[src/rtl/srt_pkg.sv]
// Shared constants, request and status codes, and the controller command bundle
// for sorted_record_table. It depends on nothing else.
package srt_pkg;

	localparam int CAPACITY = 16;
	localparam int CNT_W    = $clog2(CAPACITY + 1);
	localparam int KEY_W    = 32;
	localparam int ID_W     = 27;
	localparam int SEX_W    = 8;

	typedef enum logic [1:0] {
		REQ_INSERT = 2'd0,
		REQ_SEARCH = 2'd1,
		REQ_POP    = 2'd2,
		REQ_NOP    = 2'd3
	} req_t;

	typedef enum logic [1:0] {
		ST_OK        = 2'd0,
		ST_NOT_FOUND = 2'd1,
		ST_FULL      = 2'd2,
		ST_EMPTY     = 2'd3
	} status_t;

	// Commands from the controller to the datapath.
	typedef struct packed {
		logic capture;  // latch the accepted request
		logic compare;  // register the per-entry key compares
		logic execute;  // update the table and load the result register
	} srt_cmd_t;

endpackage

[src/rtl/srt_ctrl.sv]
// Request sequencer for sorted_record_table: accept, compare, execute.
// Depends on srt_pkg.
module srt_ctrl (
	input  logic             clk,
	input  logic             arst_n,
	input  logic             in_valid,
	output logic             in_ready,
	output logic             out_valid,
	input  logic             out_ready,
	output srt_pkg::srt_cmd_t cmd
);

	typedef enum logic [1:0] {
		S_IDLE,
		S_CMP,
		S_EXEC
	} state_t;

	state_t state_q;
	logic   in_ready_q;
	logic   out_valid_q;
	logic   slot_free;

	// The result register can take a new result when it is empty or being emptied.
	assign slot_free = !out_valid_q || out_ready;

	assign cmd.capture = in_valid && in_ready_q;
	assign cmd.compare = (state_q == S_CMP);
	assign cmd.execute = (state_q == S_EXEC) && slot_free;

	always_ff @(posedge clk or negedge arst_n) begin
		if (!arst_n) begin
			state_q     <= S_IDLE;
			in_ready_q  <= 1'b1;
			out_valid_q <= 1'b0;
		end else begin
			unique case (state_q)
				S_IDLE: begin
					if (in_valid) begin
						state_q    <= S_CMP;
						in_ready_q <= 1'b0;
					end
				end
				S_CMP: begin
					state_q <= S_EXEC;
				end
				S_EXEC: begin
					if (slot_free) begin
						state_q    <= S_IDLE;
						in_ready_q <= 1'b1;
					end
				end
				default: begin
					state_q <= S_IDLE;
				end
			endcase
			// A new result sets the flag; a taken result with nothing behind it clears it.
			if (cmd.execute)
				out_valid_q <= 1'b1;
			else if (out_ready)
				out_valid_q <= 1'b0;
		end
	end

	assign in_ready  = in_ready_q;
	assign out_valid = out_valid_q;

`ifndef SYNTHESIS
	a_ready_only_idle: assert property (@(posedge clk) disable iff (!arst_n)
		in_ready_q |-> state_q == S_IDLE)
		else $error("in_ready high outside the idle state");
	a_no_overwrite: assert property (@(posedge clk) disable iff (!arst_n)
		cmd.execute |-> (!out_valid_q || out_ready))
		else $error("result register overwritten before it was taken");
	a_exec_follows_cmp: assert property (@(posedge clk) disable iff (!arst_n)
		state_q == S_CMP |=> state_q == S_EXEC)
		else $error("compare step not followed by execute step");
`endif

endmodule

[src/rtl/srt_datapath.sv]
// Sorted record cells, parallel key compares and the result register of
// sorted_record_table. Depends on srt_pkg.
module srt_datapath (
	input  logic                              clk,
	input  logic                              arst_n,
	input  srt_pkg::srt_cmd_t                 cmd,
	input  logic [1:0]                        req_type,
	input  logic signed [srt_pkg::KEY_W-1:0]  rec_key,
	input  logic [srt_pkg::ID_W-1:0]          rec_id_number,
	input  logic [srt_pkg::SEX_W-1:0]         rec_sex,
	output logic [1:0]                        status,
	output logic signed [srt_pkg::KEY_W-1:0]  out_key,
	output logic [srt_pkg::ID_W-1:0]          out_id_number,
	output logic [srt_pkg::SEX_W-1:0]         out_sex,
	output logic [srt_pkg::CNT_W-1:0]         fill_count
);

	localparam int N = srt_pkg::CAPACITY;

	// Latched request.
	srt_pkg::req_t                    req_q;
	logic signed [srt_pkg::KEY_W-1:0] key_in_q;
	logic [srt_pkg::ID_W-1:0]         id_in_q;
	logic [srt_pkg::SEX_W-1:0]        sex_in_q;

	// Table cells, kept in ascending key order from cell zero.
	logic signed [srt_pkg::KEY_W-1:0] key_q [N];
	logic [srt_pkg::ID_W-1:0]         id_q  [N];
	logic [srt_pkg::SEX_W-1:0]        sex_q [N];
	logic [srt_pkg::CNT_W-1:0]        count_q;

	// Registered compare vectors.
	logic [N-1:0] lt_s1;
	logic [N-1:0] eq_s1;

	// Result register.
	srt_pkg::status_t                 status_q;
	logic signed [srt_pkg::KEY_W-1:0] out_key_q;
	logic [srt_pkg::ID_W-1:0]         out_id_q;
	logic [srt_pkg::SEX_W-1:0]        out_sex_q;
	logic [srt_pkg::CNT_W-1:0]        fill_q;

	logic [N-1:0]                     held;
	logic [N-1:0]                     first_hit;
	logic                             full;
	logic                             empty;
	logic signed [srt_pkg::KEY_W-1:0] hit_key;
	logic [srt_pkg::ID_W-1:0]         hit_id;
	logic [srt_pkg::SEX_W-1:0]        hit_sex;

	always_comb begin
		for (int i = 0; i < N; i++)
			held[i] = srt_pkg::CNT_W'(i) < count_q;
	end

	assign full  = (count_q == srt_pkg::CNT_W'(N));
	assign empty = (count_q == '0);

	// Lowest set bit of the equal vector picks the first matching record.
	assign first_hit = eq_s1 & (~eq_s1 + N'(1));

	always_comb begin
		hit_key = '0;
		hit_id  = '0;
		hit_sex = '0;
		for (int i = 0; i < N; i++) begin
			if (first_hit[i]) begin
				hit_key = hit_key | key_q[i];
				hit_id  = hit_id  | id_q[i];
				hit_sex = hit_sex | sex_q[i];
			end
		end
	end

	always_ff @(posedge clk) begin
		if (cmd.capture) begin
			req_q    <= srt_pkg::req_t'(req_type);
			key_in_q <= rec_key;
			id_in_q  <= rec_id_number;
			sex_in_q <= rec_sex;
		end
		if (cmd.compare) begin
			for (int i = 0; i < N; i++) begin
				lt_s1[i] <= held[i] && (key_q[i] < key_in_q);
				eq_s1[i] <= held[i] && (key_q[i] == key_in_q);
			end
		end
		if (cmd.execute) begin
			unique case (req_q)
				srt_pkg::REQ_INSERT: begin
					// Cells below the insert point keep their record; the insert
					// point takes the new one and every cell above takes its lower
					// neighbor's record.
					if (!full) begin
						for (int i = 0; i < N; i++) begin
							if (!lt_s1[i]) begin
								if (i == 0 || lt_s1[(i == 0) ? 0 : i - 1]) begin
									key_q[i] <= key_in_q;
									id_q[i]  <= id_in_q;
									sex_q[i] <= sex_in_q;
								end else begin
									key_q[i] <= key_q[(i == 0) ? 0 : i - 1];
									id_q[i]  <= id_q[(i == 0) ? 0 : i - 1];
									sex_q[i] <= sex_q[(i == 0) ? 0 : i - 1];
								end
							end
						end
					end
					status_q  <= full ? srt_pkg::ST_FULL : srt_pkg::ST_OK;
					out_key_q <= '0;
					out_id_q  <= '0;
					out_sex_q <= '0;
				end
				srt_pkg::REQ_SEARCH: begin
					status_q  <= (eq_s1 != '0) ? srt_pkg::ST_OK : srt_pkg::ST_NOT_FOUND;
					out_key_q <= hit_key;
					out_id_q  <= hit_id;
					out_sex_q <= hit_sex;
				end
				srt_pkg::REQ_POP: begin
					if (!empty) begin
						for (int i = 0; i < N - 1; i++) begin
							key_q[i] <= key_q[i + 1];
							id_q[i]  <= id_q[i + 1];
							sex_q[i] <= sex_q[i + 1];
						end
					end
					status_q  <= empty ? srt_pkg::ST_EMPTY : srt_pkg::ST_OK;
					out_key_q <= empty ? '0 : key_q[0];
					out_id_q  <= empty ? '0 : id_q[0];
					out_sex_q <= empty ? '0 : sex_q[0];
				end
				srt_pkg::REQ_NOP: begin
					status_q  <= srt_pkg::ST_OK;
					out_key_q <= '0;
					out_id_q  <= '0;
					out_sex_q <= '0;
				end
				default: begin
					status_q  <= srt_pkg::ST_OK;
					out_key_q <= '0;
					out_id_q  <= '0;
					out_sex_q <= '0;
				end
			endcase
		end
	end

	always_ff @(posedge clk or negedge arst_n) begin
		if (!arst_n) begin
			count_q <= '0;
			fill_q  <= '0;
		end else if (cmd.execute) begin
			if (req_q == srt_pkg::REQ_INSERT && !full) begin
				count_q <= count_q + srt_pkg::CNT_W'(1);
				fill_q  <= count_q + srt_pkg::CNT_W'(1);
			end else if (req_q == srt_pkg::REQ_POP && !empty) begin
				count_q <= count_q - srt_pkg::CNT_W'(1);
				fill_q  <= count_q - srt_pkg::CNT_W'(1);
			end else begin
				fill_q  <= count_q;
			end
		end
	end

	assign status        = status_q;
	assign out_key       = out_key_q;
	assign out_id_number = out_id_q;
	assign out_sex       = out_sex_q;
	assign fill_count    = fill_q;

`ifndef SYNTHESIS
	a_count_bound: assert property (@(posedge clk) disable iff (!arst_n)
		count_q <= srt_pkg::CNT_W'(N))
		else $error("record count beyond capacity");
	a_lt_on_held: assert property (@(posedge clk) disable iff (!arst_n)
		cmd.execute |-> ((lt_s1 & ~held) == '0) && ((eq_s1 & ~held) == '0))
		else $error("compare hit on an empty cell");
	a_count_step: assert property (@(posedge clk) disable iff (!arst_n)
		!cmd.execute |=> $stable(count_q))
		else $error("record count changed outside execute");
`endif

endmodule

[src/rtl/sorted_record_table.sv]
// Top level of sorted_record_table: a 16-entry table of records kept sorted by
// signed key. Depends on srt_pkg, srt_ctrl and srt_datapath.
//
//  channel  | handshake            | payload
//  ---------+----------------------+-------------------------------------------
//  request  | in_valid / in_ready  | req_type, rec_key, rec_id_number, rec_sex
//  result   | out_valid / out_ready| status, out_key, out_id_number, out_sex,
//           |                      | fill_count
//
// Each request goes through an accept step, a compare step in which every held
// cell compares its key against the request key in parallel, and an execute
// step that shifts the cells (insert or pop) and loads the result register.
// The compare register sits between the cells and the shift network.
// arst_n clears the record count and the handshake state; cell contents are
// not reset, and only cells below the count ever reach the result.
// While a result waits in the result register a new request is still taken;
// its execute step waits until the old result is taken.
module sorted_record_table (
	input  logic                              clk,
	input  logic                              arst_n,
	input  logic                              in_valid,
	output logic                              in_ready,
	input  logic [1:0]                        req_type,
	input  logic signed [srt_pkg::KEY_W-1:0]  rec_key,
	input  logic [srt_pkg::ID_W-1:0]          rec_id_number,
	input  logic [srt_pkg::SEX_W-1:0]         rec_sex,
	output logic                              out_valid,
	input  logic                              out_ready,
	output logic [1:0]                        status,
	output logic signed [srt_pkg::KEY_W-1:0]  out_key,
	output logic [srt_pkg::ID_W-1:0]          out_id_number,
	output logic [srt_pkg::SEX_W-1:0]         out_sex,
	output logic [srt_pkg::CNT_W-1:0]         fill_count
);

	// Command bundle: the controller never looks at data, the datapath never
	// looks at the handshake.
	srt_pkg::srt_cmd_t cmd;

	srt_ctrl u_ctrl (
		.clk       (clk),
		.arst_n    (arst_n),
		.in_valid  (in_valid),
		.in_ready  (in_ready),
		.out_valid (out_valid),
		.out_ready (out_ready),
		.cmd       (cmd)
	);

	// The datapath holds the sorted cells, the per-cell comparators and the
	// result register; an insert lands in front of the first key that is not
	// smaller, so equal keys come out newest first.
	srt_datapath u_datapath (
		.clk           (clk),
		.arst_n        (arst_n),
		.cmd           (cmd),
		.req_type      (req_type),
		.rec_key       (rec_key),
		.rec_id_number (rec_id_number),
		.rec_sex       (rec_sex),
		.status        (status),
		.out_key       (out_key),
		.out_id_number (out_id_number),
		.out_sex       (out_sex),
		.fill_count    (fill_count)
	);

`ifndef SYNTHESIS
	a_one_at_a_time: assert property (@(posedge clk) disable iff (!arst_n)
		(in_valid && in_ready) |=> !in_ready)
		else $error("second request accepted while one is in progress");
	a_result_held: assert property (@(posedge clk) disable iff (!arst_n)
		(out_valid && !out_ready) |=> out_valid && $stable(status) && $stable(out_key)
			&& $stable(out_id_number) && $stable(out_sex) && $stable(fill_count))
		else $error("waiting result dropped or changed");
`endif

endmodule

[config.mk]
export PLATFORM = sky130hd
export DESIGN_NAME = sorted_record_table
export DESIGN_NICKNAME = d
export VERILOG_FILES = /design/src/rtl/srt_pkg.sv /design/src/rtl/srt_ctrl.sv /design/src/rtl/srt_datapath.sv /design/src/rtl/sorted_record_table.sv
export SDC_FILE = /design/constraint.sdc
export NUM_CORES = 2
export LEC_CHECK = 0
export BUFFER_PORTS_ARGS = -buffer_cell sky130_fd_sc_hd__buf_2
export CORE_AREA = 2 2 420 422
export CTS_BUF_LIST = sky130_fd_sc_hd__clkbuf_8
export DETAILED_ROUTE_END_ITERATION = 12
export DIE_AREA = 0 0 422 424
export SLEW_MARGIN = 20
export SYNTH_ARGS = -nofsm -noshare
export SYNTH_HDL_FRONTEND = slang
export SYNTH_HIERARCHICAL = 1
export SYNTH_SLANG_ARGS = --single-unit
[constraint.sdc]
create_clock -name clk -period 26 [get_ports clk]
set_clock_uncertainty 0.15 [all_clocks]
set_input_delay 3.9 -clock clk [delete_from_list [all_inputs] [get_ports clk]]
set_output_delay 3.9 -clock clk [all_outputs]
set_load 0.005 [all_outputs]
-- After elaboration in Yosys (flattened, before gate mapping)
Memories as Yosys holds them, arrays and structs flattened.
Cells that the tools add are included.
- bits in registers: 179
- memory bits (writable): 1072
- input bits: 73
- output and inout bits: 76
- word-level logic and storage cells: 610
- memories kept: 3
- memories (memory ; depth ; width ; read ports ; clocked after memory_dff ; write ports ; RTL line ; RTL):
    u_datapath.key_q ; 16 ; 32 ; 16 ; 0 ; 16 ; srt_datapath.sv:27 ; logic signed [srt_pkg::KEY_W-1:0] key_q [N];
    u_datapath.id_q ; 16 ; 27 ; 16 ; 0 ; 16 ; srt_datapath.sv:28 ; logic [srt_pkg::ID_W-1:0] id_q [N];
    u_datapath.sex_q ; 16 ; 8 ; 16 ; 0 ; 16 ; srt_datapath.sv:29 ; logic [srt_pkg::SEX_W-1:0] sex_q [N];
- add/subtract/negate cells: 3
- magnitude comparators: 32
- eq/ne operators: 24
- muxes and demuxes: 346
- bitwise gates (word level): 137
- reductions and logical operators: 51
- operators with widths (operator ; number):
    32-bit two-way mux ; 47
    27-bit two-way mux ; 47
    32-bit == test ; 16
    32-bit less-than comparator ; 16
    32-bit bitwise OR ; 15
    27-bit bitwise OR ; 15
    8-bit two-way mux ; 47
    1-bit two-way mux ; 193
    8-bit bitwise OR ; 15
    32-bit one-hot mux with 3 select lines ; 1
    1-bit bitwise OR ; 90
    27-bit one-hot mux with 3 select lines ; 1
    4-bit by 5-bit less-than comparator with 1-bit output (first input constant) ; 8
    1-bit logical AND ; 36
    8-bit one-hot mux with 3 select lines ; 1
    3-bit by 5-bit less-than comparator with 1-bit output (first input constant) ; 4
    16-bit by 1-bit adder with 16-bit output (second input constant) ; 1
    16-bit AND ; 1
    16-bit NOT ; 1
    16-bit nonzero test ; 1
    1-bit by 5-bit less-than comparator with 1-bit output (first input constant) ; 2
    2-bit by 5-bit less-than comparator with 1-bit output (first input constant) ; 2
    5-bit two-way mux ; 2
    2-bit two-way mux ; 4
    18 further kinds ; 27

-- Depth between registers and ports, before layout
- depth in word-level cells: 35
- gate-level depth with buffers: 14
- depth with buffers taken out: 8

-- Modules after synthesis
The synthesis kept the hierarchy.
- by module, submodules not included (module ; times used ; cells an instance ; area each (µm²) ; seq. area each (µm²)):
    srt_datapath ; 1 ; 7304 ; 77979.8 ; 37420.9
    srt_ctrl ; 1 ; 15 ; 167.7 ; 101.3

-- Worst setup path after synthesis
Ideal clock, no wire load.
- path kind: input -> register
- from: in out_ready
- to: mem u_datapath/id_q[0][0] (netlist bit) (enable)
- setup time: 0.585 ns
- arrival: 11.414 ns
- data required time: 25.265 ns
- setup slack: 13.852 ns
- cell stages on the path: 6
- path buffers: 2
- cells stage by stage: nand2b_1 -> nor2b_2 -> nand2_2 -> buf_2 -> clkbuf_1 -> o21ai_0
- RTL lines (element ; RTL line ; RTL):
    from (decl) ; sorted_record_table.sv:28 ; input logic out_ready,
    to (decl) ; srt_datapath.sv:28 ;

==> impl_metrics.csv <==
group,metric,value,unit
status,outcome,"finished clean",
setup_path,ff2ff_path_depth,10,
power_and_ir_drop,p_sw,2.33,mW
yosys,ys_seq_area_frac,0.480,
run,drv_cap,0,
drt,wl_met1,124000,um
yosys,synth-seq-cells,1251,
clock_tree,insertion_delay,1.02,ns
sta,tightest_slew,1.41,ns
power_and_ir_drop,vdd_ir_drop_max,46.3,uV
sta,post-route-min-period,8.42,ns
placed_design,port_buffers,148,
clock_tree,clk_pin_slew_worst_paths,0.06,ns
placed_design,place_inst,9369,
final_layout,nNetsFinal,7839,
yosys,syn_avg_cell_area,10.7,um2
power_and_ir_drop,comb_power_share,0.273,
sta,setup_violations,0,
global_routing,grt_max_degree,255,
final_layout,multiInputGateArea,37700,um2
clock_tree,tritoncts,"yes",
setup_path,critPathArrivalTime,8.97,ns
setup_path,crit_type,"input pin to flop",
yosys,synth_flop_cell,"edfxtp_1",
global_routing,overflow,0,
die,die_h,424,um
final_layout,seqCellArea,37500,um2
drt,num_vias,66800,
setup_path,worstPathCellList,"buf_2 > nand2b_1 > nor2b_4 > and2_4 > buf_12 > buf_4 > buf_4 > buf_4 > o21ai_1",
drt,ant_nets,0,
drt,drt_first_iter_violations,10600,
die,num_rows,154,
power_and_ir_drop,power_frac_seq,0.446,
global_routing,grt_pass1_vias,63100,
drt,wl_met2,138000,um
placed_design,gp_congestion,1.01,
setup_path,r2r-end,"u_datapath/key_q[0][144]",
clock_tree,htree_num_levels,4,
global_routing,grt_pass1_wl,463000,um
die,fp.coreArea,175000,um2
placed_design,place_hpwl,198000,um
drt,wl_per_cell,33.7,um
sta,fin_crit_sh,0.324,
hold_path,min_to,"u_ctrl/in_ready",
setup_path,cp_top_family,"buffers and inverters",
drt,via_per_inst,6.84,
final_layout,stdcell_count,9778,
yosys,synth-edff-count,1242,
clock_tree,cts_buffers,219,
setup_path,cpPeakStageDelay,0.85,ns
hold_path,hold_depth,2,
setup_path,crit_fanout,234,
drt,drc_errors,0,
die,initial_core_util,0.447,
setup_path,path_common_cell,"buf_4",
final_layout,layout-area-overhead-vs-synth,7.97,%
sta,fmax,119,MHz
yosys,async_flop_share,0.00719,
setup_path,crit_required,26.55,ns
setup_path,end_kind,"flop",
die,io_pins,149,
clock_tree,clkSinkCount,1251,
die,die_area,179000,um2
yosys,synth_cells,7319,
power_and_ir_drop,powerDensity,74.8,nW/um2
clock_tree,postCtsSetupBuffers,0,
sta,setup_tns,0,ns
yosys,yosysUniqueCellTypes,75,
global_routing,grt_antenna_before_repair,12,
hold_path,hp-start,"u_ctrl/in_ready",
setup_path,cp_num_buf_inv,5,
setup_path,r2r_start,"u_datapath/count_q[1]",
hold_path,hp-class,"flop to flop",
clock_tree,post_cts_resized,0,
sta,relSlewSlack,0.0524,
yosys,syn_area,78100,um2
final_layout,drive_above_1_share,0.0958,
power_and_ir_drop,switching_share,0.370,
power_and_ir_drop,power.share.clock,0.281,
final_layout,nFillCells,16300,
drt,wl,329000,um
yosys,syn_nets,7907,
die,die_w,422,um
clock_tree,clockBufferDepth,3,
setup_path,start_kind,"input pin",
setup_path,cpMaxStageDelayCell,"and2_4",
sta,rsz0062_at_grt,"false",
drt,wl_met3,45400,um
global_routing,track_usage,0.356,
clock_tree,hold_buffers,0,
sta,maxSlewViolCount,0,
power_and_ir_drop,intPower,3.98,mW
power_and_ir_drop,p_leak,29.6,nW
setup_path,reg2reg_slack,19.26,ns
clock_tree,cts_root_buf,"clkbuf_8",
drt,top_layer,"met5",
yosys,yosysWarnings,6,
sta,final-hold-violation-count,0,
drt,firstDrtPassIters,6,
[cell usage after synthesis (30+ instances only)]
| cell | number | area [um2] |
|---|---|---|
| nor2_1 | 55 | 206 |
| a22o_1 | 57 | 499 |
| edfxtp_1 | 1242 | 37300 |
| nand2_1 | 1380 | 5180 |
| nand3_1 | 100 | 500 |
| nor3_1 | 30 | 150 |
| buf_2 | 86 | 430 |
| and4_1 | 40 | 350 |
| a222oi_1 | 43 | 430 |
| nand4_1 | 65 | 407 |
| buf_6 | 97 | 1090 |
| o21ai_0 | 142 | 711 |
| inv_1 | 63 | 236 |
| mux2_2 | 71 | 800 |
| nor2b_1 | 32 | 200 |
| a31oi_1 | 71 | 444 |
| a22oi_1 | 290 | 2180 |
| o21ai_1 | 801 | 4010 |
| a221oi_1 | 132 | 1160 |
| mux2i_1 | 876 | 8770 |
| ha_1 | 515 | 6440 |
| clkbuf_1 | 347 | 1300 |
| o22ai_1 | 32 | 200 |
| a21o_1 | 117 | 878 |
| a21oi_1 | 327 | 1640 |
[tightest hold or removal path: cells and delay by family (launching register included)]
kind            cells  cell delay, ns
flops               1            0.37
compound gates      1            0.08
simple gates        1            0.06
[power by group through the flow]
stage | sequential (mW) | clock (mW) | combinational (mW)
after floorplan | 2.72 | 0 | 1.10
after global placement | 2.84 | 0 | 1.61
after detailed placement | 2.84 | 0 | 1.65
after CTS | 2.80 | 1.80 | 1.66
after global routing | 2.83 | 1.88 | 1.82
final | 2.82 | 1.77 | 1.72
[cell usage in the layout (no fill, tap or decap), types with 11 or more instances in the layout]
cell / Yosys / layout
nand2_1: 1380 / 1372
edfxtp_1: 1242 / 1242
mux2i_1: 876 / 876
o21ai_1: 801 / 801
ha_1: 515 / 515
a21oi_1: 327 / 327
a22oi_1: 290 / 290
clkbuf_8: 0 / 222
buf_2: 86 / 148
o21ai_0: 142 / 133
a221oi_1: 132 / 132
inv_1: 63 / 130
buf_4: 17 / 128
a21o_1: 117 / 117
nand3_1: 100 / 99
a31oi_1: 71 / 71
mux2_2: 71 / 71
nand4_1: 65 / 65
clkinv_1: 0 / 62
a22o_1: 57 / 57
nor2_1: 55 / 51
a222oi_1: 43 / 43
and4_1: 40 / 40
o22ai_1: 32 / 32
clkinv_2: 0 / 30
nor2b_1: 32 / 27
nor3_1: 30 / 27
a2bb2oi_1: 24 / 24
o221a_1: 23 / 23
o221ai_1: 21 / 21
o211ai_1: 20 / 20
nor4_1: 19 / 17
a21boi_0: 11 / 11
[area by class of cell]
class	count	share of cell area
Multi-Input combinational cell	5431	0.447
Sequential cell	1251	0.445
Clock buffer	222	0.0362
Tap cell	2340	0.0347
Timing Repair Buffer	285	0.0222
Clock inverter	178	0.0118
Inverter	63	0.00280
Antenna cell	8	0.000237
[sequential cells by signal, summed over array words and instances (netlist names)]
signal and cells:
u_datapath/key_q 512, u_datapath/id_q 432, u_datapath/sex_q 128, u_datapath/key_in_q 32, u_datapath/out_key 32, u_datapath/id_in_q 27, u_datapath/out_id_number 27, u_datapath/eq_s1 16
u_datapath/lt_s1 16, u_datapath/out_sex 8, u_datapath/sex_in_q 8, u_datapath/count_q 5, u_ctrl/state_q 2, u_datapath/req_q 2, u_datapath/status 2, u_ctrl/in_ready 1
u_ctrl/out_valid 1
[metrics by stage]
| step | setup WS [ns] | area (um2) | hold WS (ns) | util | total power [mW] |
|---|---|---|---|---|---|
| after floorplan | 13.85 | 78100 | 0.290 | - | 3.82 |
| after global placement | 16.82 | 80200 | 0.357 | 0.458 | 4.45 |
| after detailed placement | 16.82 | 80300 | 0.363 | 0.459 | 4.49 |
| after CTS | 17.86 | 84300 | 0.373 | 0.482 | 6.26 |
| after global routing | 17.34 | 84400 | 0.407 | 0.482 | 6.52 |
| final | 17.58 | 84400 | 0.366 | 0.482 | 6.31 |
[worst max path at each step]
stage	to	cells past startpoint	slack (ns)	from
3_5_place_dp	u_datapath/key_q[0][114]	9	16.82	out_ready
5_1_grt	u_datapath/key_q[0][114]	9	17.34	out_ready
2_1_floorplan	u_datapath/id_q[0][0]	6	13.85	out_ready
3_3_place_gp	u_datapath/key_q[0][75]	9	16.82	out_ready
4_1_cts	u_datapath/key_q[0][202]	9	17.86	out_ready
6_report	u_datapath/key_q[0][144]	9	17.58	out_ready
[kinds of logic after synthesis]
family / share of synthesized area
buffers and inverters: 0.0421
AOI/OAI and AO/OA: 0.174
xor gates and xnor gates: 0.000448
and+or+nand+nor: 0.0983
muxes: 0.122
DFF: 0.480
adders and majority gates: 0.0825
[per-layer routing]
metal	track usage	vias up
met3	0.0984	1124
met4	0.212	4
met5	0	-
met1	0.476	32500
li1	-	27900
met2	0.514	5282
No activity file was read; power rests on OpenSTA's default activity.
